## src/rtl/core/shs_pkg.sv

```systemverilog
package shs_pkg;

   // Width of the running message bit counter; the padding carries it as the 64-bit length field.
   localparam int LenCntWidth = 64;

   // Byte position where the length field starts in the final block.
   localparam logic [5:0] LenPos = 6'd56;

   // First padding byte after the message.
   localparam logic [7:0] PadByte = 8'h80;

   // Initial chaining words.
   localparam logic [31:0] InitHash [8] = '{
      32'h6a09e667, 32'hbb67ae85, 32'h3c6ef372, 32'ha54ff53a,
      32'h510e527f, 32'h9b05688c, 32'h1f83d9ab, 32'h5be0cd19
   };

   // Round constants.
   localparam logic [31:0] RoundK [64] = '{
      32'h428a2f98, 32'h71374491, 32'hb5c0fbcf, 32'he9b5dba5,
      32'h3956c25b, 32'h59f111f1, 32'h923f82a4, 32'hab1c5ed5,
      32'hd807aa98, 32'h12835b01, 32'h243185be, 32'h550c7dc3,
      32'h72be5d74, 32'h80deb1fe, 32'h9bdc06a7, 32'hc19bf174,
      32'he49b69c1, 32'hefbe4786, 32'h0fc19dc6, 32'h240ca1cc,
      32'h2de92c6f, 32'h4a7484aa, 32'h5cb0a9dc, 32'h76f988da,
      32'h983e5152, 32'ha831c66d, 32'hb00327c8, 32'hbf597fc7,
      32'hc6e00bf3, 32'hd5a79147, 32'h06ca6351, 32'h14292967,
      32'h27b70a85, 32'h2e1b2138, 32'h4d2c6dfc, 32'h53380d13,
      32'h650a7354, 32'h766a0abb, 32'h81c2c92e, 32'h92722c85,
      32'ha2bfe8a1, 32'ha81a664b, 32'hc24b8b70, 32'hc76c51a3,
      32'hd192e819, 32'hd6990624, 32'hf40e3585, 32'h106aa070,
      32'h19a4c116, 32'h1e376c08, 32'h2748774c, 32'h34b0bcb5,
      32'h391c0cb3, 32'h4ed8aa4a, 32'h5b9cca4f, 32'h682e6ff3,
      32'h748f82ee, 32'h78a5636f, 32'h84c87814, 32'h8cc70208,
      32'h90befffa, 32'ha4506ceb, 32'hbef9a3f7, 32'hc67178f2
   };

   // Controls for the message schedule window.
   typedef struct packed {
      logic       push;
      logic [7:0] push_data;
      logic       expand;
   } shs_sched_ctl_type;

   // Controls for the round datapath and chaining words.
   typedef struct packed {
      logic load_vars;
      logic do_round;
      logic add_chain;
      logic init_chain;
   } shs_round_ctl_type;

   function automatic logic [31:0] rotr(input logic [31:0] x, input int n);
      rotr = (x >> n) | (x << (32 - n));
   endfunction

   function automatic logic [31:0] big_sig0(input logic [31:0] x);
      big_sig0 = rotr(x, 2) ^ rotr(x, 13) ^ rotr(x, 22);
   endfunction

   function automatic logic [31:0] big_sig1(input logic [31:0] x);
      big_sig1 = rotr(x, 6) ^ rotr(x, 11) ^ rotr(x, 25);
   endfunction

   function automatic logic [31:0] small_sig0(input logic [31:0] x);
      small_sig0 = rotr(x, 7) ^ rotr(x, 18) ^ (x >> 3);
   endfunction

   function automatic logic [31:0] small_sig1(input logic [31:0] x);
      small_sig1 = rotr(x, 17) ^ rotr(x, 19) ^ (x >> 10);
   endfunction

endpackage

```

## src/rtl/core/sha256_stream_hasher_unit.sv

```systemverilog
// Absorb request: taken when idle; the 64th byte of a block starts the compression rounds
// and the chaining add in the single round unit, and no byte is taken until they are done.
// Finish request: padding bytes up to the block end, then the compression of one or two
// blocks, then eight digest words, one per cycle while the result side is ready.
// Synchronous active-high reset returns the chaining words to the initial values and clears
// the byte fill, bit counter and sequencer; the block is ready in the cycle after reset.
module sha256_stream_hasher_unit
   import shs_pkg::*;
(
   input  logic        clock,
   input  logic        reset,
   input  logic        req_tvalid,
   output logic        req_tready,
   input  logic [7:0]  req_tdata,   // [7:0] data_byte
   input  logic        req_tuser,   // [0] op: 0 absorb, 1 finish
   output logic        rsp_tvalid,
   input  logic        rsp_tready,
   output logic [31:0] rsp_tdata,   // [31:0] digest_word
   output logic [2:0]  rsp_tuser,   // [2:0] word_index
   output logic        rsp_tlast    // last_word
);

   localparam logic [2:0] StIdle = 3'd0;
   localparam logic [2:0] StPad  = 3'd1;
   localparam logic [2:0] StComp = 3'd2;
   localparam logic [2:0] StAdd  = 3'd3;
   localparam logic [2:0] StOut  = 3'd4;

   logic [2:0]             state_ff, state_in;
   logic [5:0]             fill_ff, fill_in;
   logic [LenCntWidth-1:0] bits_ff, bits_in;
   logic [5:0]             round_ff, round_in;
   logic                   sent80_ff, sent80_in;
   logic                   extra_ff, extra_in;
   logic                   fin_ff, fin_in;
   logic [2:0]             word_ff, word_in;

   logic              req_fire;
   logic              rsp_fire;
   logic              absorb;
   logic              finish;
   logic              push;
   logic [63:0]       len64;
   logic [7:0]        len_byte;
   logic [7:0]        pad_byte;
   logic [31:0]       w_cur;
   logic [31:0]       digest_word;
   shs_sched_ctl_type sched_ctl;
   shs_round_ctl_type round_ctl;

   // Handshakes.
   assign req_tready = (state_ff == StIdle);
   assign req_fire   = req_tvalid && req_tready;
   assign absorb     = req_fire && !req_tuser;
   assign finish     = req_fire && req_tuser;
   assign rsp_tvalid = (state_ff == StOut);
   assign rsp_fire   = rsp_tvalid && rsp_tready;

   // Padding byte: the marker first, then zeros, then the big-endian bit length.
   assign len64    = 64'(bits_ff);
   assign len_byte = len64[{~fill_ff[2:0], 3'b000} +: 8];
   always_comb begin
      if (!sent80_ff) begin
         pad_byte = PadByte;
      end else if ((fill_ff >= LenPos) && !extra_ff) begin
         pad_byte = len_byte;
      end else begin
         pad_byte = 8'h00;
      end
   end

   // Control to the schedule window and the round datapath.
   assign push                = absorb || (state_ff == StPad);
   assign sched_ctl.push      = push;
   assign sched_ctl.push_data = (state_ff == StPad) ? pad_byte : req_tdata;
   assign sched_ctl.expand    = (state_ff == StComp);
   assign round_ctl.load_vars  = push && (fill_ff == 6'd63);
   assign round_ctl.do_round   = (state_ff == StComp);
   assign round_ctl.add_chain  = (state_ff == StAdd);
   assign round_ctl.init_chain = rsp_fire && (word_ff == 3'd7);

   shs_sched u_sched (
      .clock (clock),
      .ctl   (sched_ctl),
      .w_cur (w_cur)
   );

   shs_round u_round (
      .clock       (clock),
      .reset       (reset),
      .ctl         (round_ctl),
      .round_idx   (round_ff),
      .w_cur       (w_cur),
      .word_sel    (word_ff),
      .digest_word (digest_word)
   );

   // Sequencer.
   always_comb begin
      state_in  = state_ff;
      fill_in   = fill_ff;
      bits_in   = bits_ff;
      round_in  = round_ff;
      sent80_in = sent80_ff;
      extra_in  = extra_ff;
      fin_in    = fin_ff;
      word_in   = word_ff;
      unique case (state_ff)
         StIdle: begin
            if (absorb) begin
               fill_in = fill_ff + 6'd1;
               bits_in = bits_ff + LenCntWidth'(8);
               if (fill_ff == 6'd63) begin
                  state_in = StComp;
               end
            end else if (finish) begin
               state_in  = StPad;
               sent80_in = 1'b0;
               extra_in  = 1'b0;
               fin_in    = 1'b1;
            end
         end
         StPad: begin
            fill_in = fill_ff + 6'd1;
            if (!sent80_ff) begin
               sent80_in = 1'b1;
               extra_in  = (fill_ff >= LenPos);
            end
            if (fill_ff == 6'd63) begin
               state_in = StComp;
            end
         end
         StComp: begin
            round_in = round_ff + 6'd1;
            if (round_ff == 6'd63) begin
               state_in = StAdd;
            end
         end
         StAdd: begin
            if (!fin_ff) begin
               state_in = StIdle;
            end else if (extra_ff) begin
               extra_in = 1'b0;
               state_in = StPad;
            end else begin
               word_in  = 3'd0;
               state_in = StOut;
            end
         end
         StOut: begin
            if (rsp_fire) begin
               word_in = word_ff + 3'd1;
               if (word_ff == 3'd7) begin
                  state_in = StIdle;
                  fill_in  = 6'd0;
                  bits_in  = '0;
                  fin_in   = 1'b0;
               end
            end
         end
         default: begin
            state_in = StIdle;
         end
      endcase
   end

   always_ff @(posedge clock) begin
      if (reset) begin
         state_ff  <= StIdle;
         fill_ff   <= 6'd0;
         bits_ff   <= '0;
         round_ff  <= 6'd0;
         sent80_ff <= 1'b0;
         extra_ff  <= 1'b0;
         fin_ff    <= 1'b0;
         word_ff   <= 3'd0;
      end else begin
         state_ff  <= state_in;
         fill_ff   <= fill_in;
         bits_ff   <= bits_in;
         round_ff  <= round_in;
         sent80_ff <= sent80_in;
         extra_ff  <= extra_in;
         fin_ff    <= fin_in;
         word_ff   <= word_in;
      end
   end

   // Result channel.
   assign rsp_tdata = digest_word;
   assign rsp_tuser = word_ff;
   assign rsp_tlast = (word_ff == 3'd7);

   // No request is taken while digest words are offered.
   a_no_req_during_out: assert property (@(posedge clock) disable iff (reset)
      rsp_tvalid |-> !req_tready)
      else $error("request accepted while digest is pending");

   // The last digest word leaves the block ready with a cleared message.
   a_clear_after_digest: assert property (@(posedge clock) disable iff (reset)
      (rsp_tvalid && rsp_tready && rsp_tlast) |=>
         (req_tready && (fill_ff == 6'd0) && (bits_ff == '0)))
      else $error("state not cleared after digest");

   // Rounds advance one per cycle without a break.
   a_round_step: assert property (@(posedge clock) disable iff (reset)
      ((state_ff == StComp) && (round_ff != 6'd63)) |=>
         ((state_ff == StComp) && (round_ff == $past(round_ff) + 6'd1)))
      else $error("round counter skipped");

   // Every compression starts on a block boundary.
   a_block_boundary: assert property (@(posedge clock) disable iff (reset)
      ((state_ff != StComp) && (state_in == StComp)) |=> (fill_ff == 6'd0))
      else $error("compression started on a partial block");

endmodule

```

## src/rtl/core/shs_sched.sv

```systemverilog
module shs_sched
   import shs_pkg::*;
(
   input  logic              clock,
   input  shs_sched_ctl_type ctl,
   output logic [31:0]       w_cur
);

   logic [31:0] win_ff [16];
   logic [31:0] win_in [16];
   logic [31:0] new_w;

   // Next schedule word from the four fixed taps of the window.
   assign new_w = small_sig1(win_ff[14]) + win_ff[9] + small_sig0(win_ff[1]) + win_ff[0];

   // Bytes shift in big-endian while a block is gathered; words shift during rounds.
   always_comb begin
      win_in = win_ff;
      if (ctl.push) begin
         for (int i = 0; i < 15; i++) begin
            win_in[i] = {win_ff[i][23:0], win_ff[i+1][31:24]};
         end
         win_in[15] = {win_ff[15][23:0], ctl.push_data};
      end else if (ctl.expand) begin
         for (int i = 0; i < 15; i++) begin
            win_in[i] = win_ff[i+1];
         end
         win_in[15] = new_w;
      end
   end

   always_ff @(posedge clock) begin
      win_ff <= win_in;
   end

   assign w_cur = win_ff[0];

endmodule

```

## src/rtl/core/shs_round.sv

```systemverilog
module shs_round
   import shs_pkg::*;
(
   input  logic              clock,
   input  logic              reset,
   input  shs_round_ctl_type ctl,
   input  logic [5:0]        round_idx,
   input  logic [31:0]       w_cur,
   input  logic [2:0]        word_sel,
   output logic [31:0]       digest_word
);

   logic [31:0] chain_ff [8];
   logic [31:0] chain_in [8];
   logic [31:0] vars_ff [8];
   logic [31:0] vars_in [8];
   logic [31:0] t1;
   logic [31:0] t2;
   logic [31:0] ch;
   logic [31:0] maj;

   // One compression round on the working variables a through h.
   assign ch  = (vars_ff[4] & vars_ff[5]) ^ (~vars_ff[4] & vars_ff[6]);
   assign maj = (vars_ff[0] & vars_ff[1]) ^ (vars_ff[0] & vars_ff[2]) ^
                (vars_ff[1] & vars_ff[2]);
   assign t1  = vars_ff[7] + big_sig1(vars_ff[4]) + ch + RoundK[round_idx] + w_cur;
   assign t2  = big_sig0(vars_ff[0]) + maj;

   always_comb begin
      vars_in = vars_ff;
      if (ctl.load_vars) begin
         vars_in = chain_ff;
      end else if (ctl.do_round) begin
         vars_in[7] = vars_ff[6];
         vars_in[6] = vars_ff[5];
         vars_in[5] = vars_ff[4];
         vars_in[4] = vars_ff[3] + t1;
         vars_in[3] = vars_ff[2];
         vars_in[2] = vars_ff[1];
         vars_in[1] = vars_ff[0];
         vars_in[0] = t1 + t2;
      end
   end

   // Chaining words take the block result, or return to the initial values after a digest.
   always_comb begin
      chain_in = chain_ff;
      if (ctl.init_chain) begin
         chain_in = InitHash;
      end else if (ctl.add_chain) begin
         for (int i = 0; i < 8; i++) begin
            chain_in[i] = chain_ff[i] + vars_ff[i];
         end
      end
   end

   always_ff @(posedge clock) begin
      if (reset) begin
         chain_ff <= InitHash;
      end else begin
         chain_ff <= chain_in;
      end
   end

   always_ff @(posedge clock) begin
      vars_ff <= vars_in;
   end

   assign digest_word = chain_ff[word_sel];

endmodule
```

## config.mk

```make
export PLATFORM = sky130hd
export DESIGN_NAME = sha256_stream_hasher_unit
export DESIGN_NICKNAME = d
export VERILOG_FILES = /design/src/rtl/core/shs_pkg.sv /design/src/rtl/core/sha256_stream_hasher_unit.sv /design/src/rtl/core/shs_sched.sv /design/src/rtl/core/shs_round.sv
export SDC_FILE = /design/constraint.sdc
export NUM_CORES = 2
export LEC_CHECK = 0
export BUFFER_PORTS_ARGS = -buffer_cell sky130_fd_sc_hd__buf_2
export CAP_MARGIN = 40
export CELL_PAD_IN_SITES_DETAIL_PLACEMENT = 1
export CELL_PAD_IN_SITES_GLOBAL_PLACEMENT = 2
export CORE_AREA = 2 2 409 411
export CTS_BUF_LIST = sky130_fd_sc_hd__clkbuf_4 sky130_fd_sc_hd__clkbuf_8 sky130_fd_sc_hd__clkbuf_16
export DETAILED_ROUTE_END_ITERATION = 12
export DIE_AREA = 0 0 411 413
export PLACE_DENSITY = 0.93
export RECOVER_POWER = 50
export SYNTH_ARGS = -nofsm -noshare
export SYNTH_HDL_FRONTEND = slang
export SYNTH_SLANG_ARGS = --single-unit
```

## constraint.sdc

```tcl
create_clock -name clock -period 35.1 [get_ports clock]
set_input_delay 7.02 -clock clock [delete_from_list [all_inputs] [get_ports clock]]
set_output_delay 7.02 -clock clock [all_outputs]
set_load 0.1 [all_outputs]
```

==> flow_summary.yaml <==
cells_and_area:
  multi_input_comb_area_mm2: 0.0413
  most-common-layout-cells: "sky130_fd_sc_hd__nand2_1 (2551), sky130_fd_sc_hd__edfxtp_1 (768), sky130_fd_sc_hd__a21oi_1 (525), sky130_fd_sc_hd__xnor2_1 (411), sky130_fd_sc_hd__ha_1 (398)"
  layout.cells.most_common: "sky130_fd_sc_hd__nand2_1"
  area_delta_synth_final_pct: 8.77
  fillers: 19100
  final_nets: 8677
  drive_above_1_share: 0.0653
  layout.area.seq_mm2: 0.0298
min_path:
  hold_start: "bits_ff[50]"
  hold-path-endpoint: "bits_ff[50]"
  timing.hold.worst_path_depth: 2
  min-delay-path-class: "flip-flop to flip-flop"
sta:
  maxClockFrequency_mhz: 61.6
  crit_path_time_final_ns: 16.23
  tightest_slew_ns: 7.86
  maxSlewHeadroom: -4.24
  timing.final.setup_violations: 0
  finalCritPeriodShare: 0.462
  final-hold-violation-count: 0
  finalMaxSlewViolations: 1476
  skew_ns: 0.0276
  rsz0062_at_grt: "false"
  fin_setup_tns_ns: 0
logic_synthesis:
  netlist_area_mm2: 0.0740
  netlist-cell-type-count: 98
  synth.avg_cell_area_um2: 8.93
  synth_enable_flop_cells: 768
  synth-seq-area-share: 0.403
  yosysWarningCount: 0
  combinational_family_with_the_most_area_after_synthesis: "simple AND/OR/NAND/NOR gates"
  synth_compound_gate_area_share: 0.135
  postSynthNetCount: 8890
  number_of_standard_cells_after_synthesis: 8284
  yosys_register_bits: 1106
  prevailing_post_synth_register_cell: "sky130_fd_sc_hd__edfxtp_1"
  synth.mux.area_fraction: 0.0378
  share_of_synthesized_cell_area_in_and_or_nand_and_nor_gates: 0.189
  synth-async-reset-ratio: 0
  post_synth_xor_area_fraction: 0.0728
  yosys.area_share.adder: 0.123
detailed_routing:
  routed_wl_mm: 256
  antenna_left: 0
  drt-initial-drc-count: 5704
  drt_pass1_iterations: 5
  num_vias: 61700
  routed_wire_length_per_instance_um: 24.7
  route.detailed.vias_per_inst: 5.94
  drc: 0
worst_setup_path:
  crit_path_start: "req_tvalid"
  regToRegEndpoint: "u_round.vars_ff[255]"
  r2r_slack_ns: 24.50
  regToRegStartpoint: "round_ff[1]"
  endpoint_kind: "flip-flop"
  worst_setup_path_start_kind: "primary input"
  critPathMaxFanout: 152
  arrival_time_at_the_worst_endpoint_ns: 16.50
  cp.required_ns: 35.37
  criticalPathCategory: "primary input to flip-flop"
  reg2reg_depth: 38
clocking:
  cts_tree: "yes"
  cts_hold_repair.buffers: 0
  cts.sink_count: 1106
  number_of_buffers_created_by_cts: 134
  cts_resized: 0
  clock_latency_ns: 0.82
  clk_pin_slew_worst_paths_ns: 0.06
  root_buffer: "sky130_fd_sc_hd__clkbuf_16"
  cts_setup_buffers: 0
  cts.path.max_buffers: 3
  cts.htree.levels: 4
pwr:
  totalPowerFinal_w: 0.00553
  irDropWorstVdd_mv: 0.0678
  leakagePower_nw: 33.3
  power_per_unit_of_standard_cell_area_mw_per_mm2: 68.7
placement:
  gpl.final_weighted_congestion: 0.966
  hpwlAfterDp_mm: 187
  io_buffers: 50
global_routing:
  global_route_wire_length_before_repair_mm: 389
  grt_pass1_vias: 62700
  global_route.usage.total: 0.298
  antenna_found_initial: 4
  maximum_number_of_pins_on_one_net_before_global_route_repair: 233
  grt_total_ovfl: 0
run_status:
  failed_checks: "max-capacitance violations, max-slew violations"
  outcome: "finished, violations left"
floorplanning:
  design.die.area_mm2: 0.170
  design.core.area_mm2: 0.166
  dieHeight_um: 413
  io-pin-count: 51
  floorplan.initialDensity: 0.446
  die_width_um: 411
  num_rows: 150
flow_run:
  maxCapViolCount: 23
metal layers:
metal	GRT usage	wire length (µm)	up-vias
met5	0	13	-
met4	0.0998	8730	2
met3	0.0563	19300	434
met2	0.457	114000	2128
met1	0.422	114000	31100
li1	-	-	28000
power breakdown:
group / switching, W / internal (W)
logic: 0.00143 / 0.000894
registers: 0.000117 / 0.00162
clock network: 0.000606 / 0.000863
total: 0.00215 / 0.00338
Yosys cell counts (32+ instances only):
cell,count,share of area
sky130_fd_sc_hd__a21o_1,146,0.015
sky130_fd_sc_hd__edfxtp_1,768,0.31
sky130_fd_sc_hd__xnor2_1,411,0.049
sky130_fd_sc_hd__ha_1,398,0.067
sky130_fd_sc_hd__dfxtp_1,338,0.091
sky130_fd_sc_hd__nor3_1,80,0.0054
sky130_fd_sc_hd__nor2b_1,62,0.0052
sky130_fd_sc_hd__nand2b_1,62,0.0052
sky130_fd_sc_hd__a211oi_1,55,0.0056
sky130_fd_sc_hd__o21bai_1,54,0.0055
sky130_fd_sc_hd__nor2_1,342,0.017
sky130_fd_sc_hd__and3_1,54,0.0046
sky130_fd_sc_hd__buf_1,36,0.0018
sky130_fd_sc_hd__fa_1,195,0.053
sky130_fd_sc_hd__nand3_1,106,0.0072
sky130_fd_sc_hd__o21ai_0,302,0.020
sky130_fd_sc_hd__o21ai_1,75,0.0051
sky130_fd_sc_hd__nand4_1,37,0.0031
sky130_fd_sc_hd__o21a_1,63,0.0064
sky130_fd_sc_hd__nand2_1,2551,0.13
sky130_fd_sc_hd__inv_1,293,0.015
sky130_fd_sc_hd__xor2_1,204,0.024
sky130_fd_sc_hd__clkbuf_1,440,0.022
sky130_fd_sc_hd__a21oi_1,525,0.036
sky130_fd_sc_hd__mux4_2,83,0.025
sky130_fd_sc_hd__mux2_2,64,0.0097
sky130_fd_sc_hd__o211ai_1,106,0.011
sky130_fd_sc_hd__a31oi_1,47,0.0040
sky130_fd_sc_hd__or3_1,32,0.0027
sequential cells by signal, indices dropped and copies added, names as in the netlist:
| signal | flops |
|---|---|
| sent80_ff | 1 |
| fill_ff | 6 |
| extra_ff | 1 |
| round_ff | 6 |
| state_ff | 3 |
| u_sched.w_cur | 32 |
| rsp_tuser | 3 |
| fin_ff | 1 |
| bits_ff | 61 |
| u_round.vars_ff | 256 |
| u_round.chain_ff | 256 |
| u_sched.win_ff | 480 |
final cells by class:
cell class / count / area share
multi-input cells: 6401 / 0.513
flip-flops and latches: 1106 / 0.371
clock buffers: 178 / 0.0471
well taps: 2204 / 0.0343
inverters: 297 / 0.0139
repair buffers: 131 / 0.0112
clock inverters: 70 / 0.0100
diodes: 1 / 0.0000311
kinds of logic (layout without fill, tap and decap cells):
| group | count (synthesis) | count (layout) |
|---|---|---|
| buffers and inverters | 777 | 676 |
| AND/OR/NAND/NOR | 3412 | 3412 |
| AO/OA/AOI/OAI | 1591 | 1591 |
| multiplexers | 168 | 168 |
| flip-flops | 1106 | 1106 |
| adder cells (fa/ha/maj) | 615 | 615 |
| XOR/XNOR | 615 | 615 |
| other | 0 | 1 |
how the worst max path moves through the flow:
stage	end	slack [ns]
after floorplan	u_sched.w_cur[0]	14.82
after global placement	u_sched.win_ff[479]	23.85
after detailed placement	u_round.vars_ff[174]	24.00
after CTS	rsp_tdata[1]	24.44
after global routing	u_sched.win_ff[172]	18.07
final	u_round.vars_ff[232]	18.87
stage by stage:
step | std cells | cell area [µm²] | utilization | worst slack (ns) | hold WS (ns)
2_1_floorplan | 8284 | 74000 | - | 14.82 | 0.452
6_report | 10400 | 80500 | 0.485 | 18.87 | 0.488
3_5_place_dp | 10100 | 76100 | 0.459 | 24.00 | 0.487
4_1_cts | 10400 | 80700 | 0.487 | 24.44 | 0.492
5_1_grt | 10400 | 80500 | 0.485 | 18.07 | 0.517
3_3_place_gp | 10100 | 75800 | 0.457 | 23.85 | 0.469
worst max-delay path: stages:
cell and delay, ns:
sky130_fd_sc_hd__clkbuf_1 0.17, sky130_fd_sc_hd__nor2b_1 0.26, sky130_fd_sc_hd__and2_0 0.50, sky130_fd_sc_hd__nor2_4 0.06, sky130_fd_sc_hd__clkbuf_1 0.24, sky130_fd_sc_hd__nor3_1 0.25, sky130_fd_sc_hd__clkbuf_1 1.54, sky130_fd_sc_hd__clkbuf_1 5.44
sky130_fd_sc_hd__o21ai_0 0.78
Note: power is estimated with default switching activity, not from simulation.
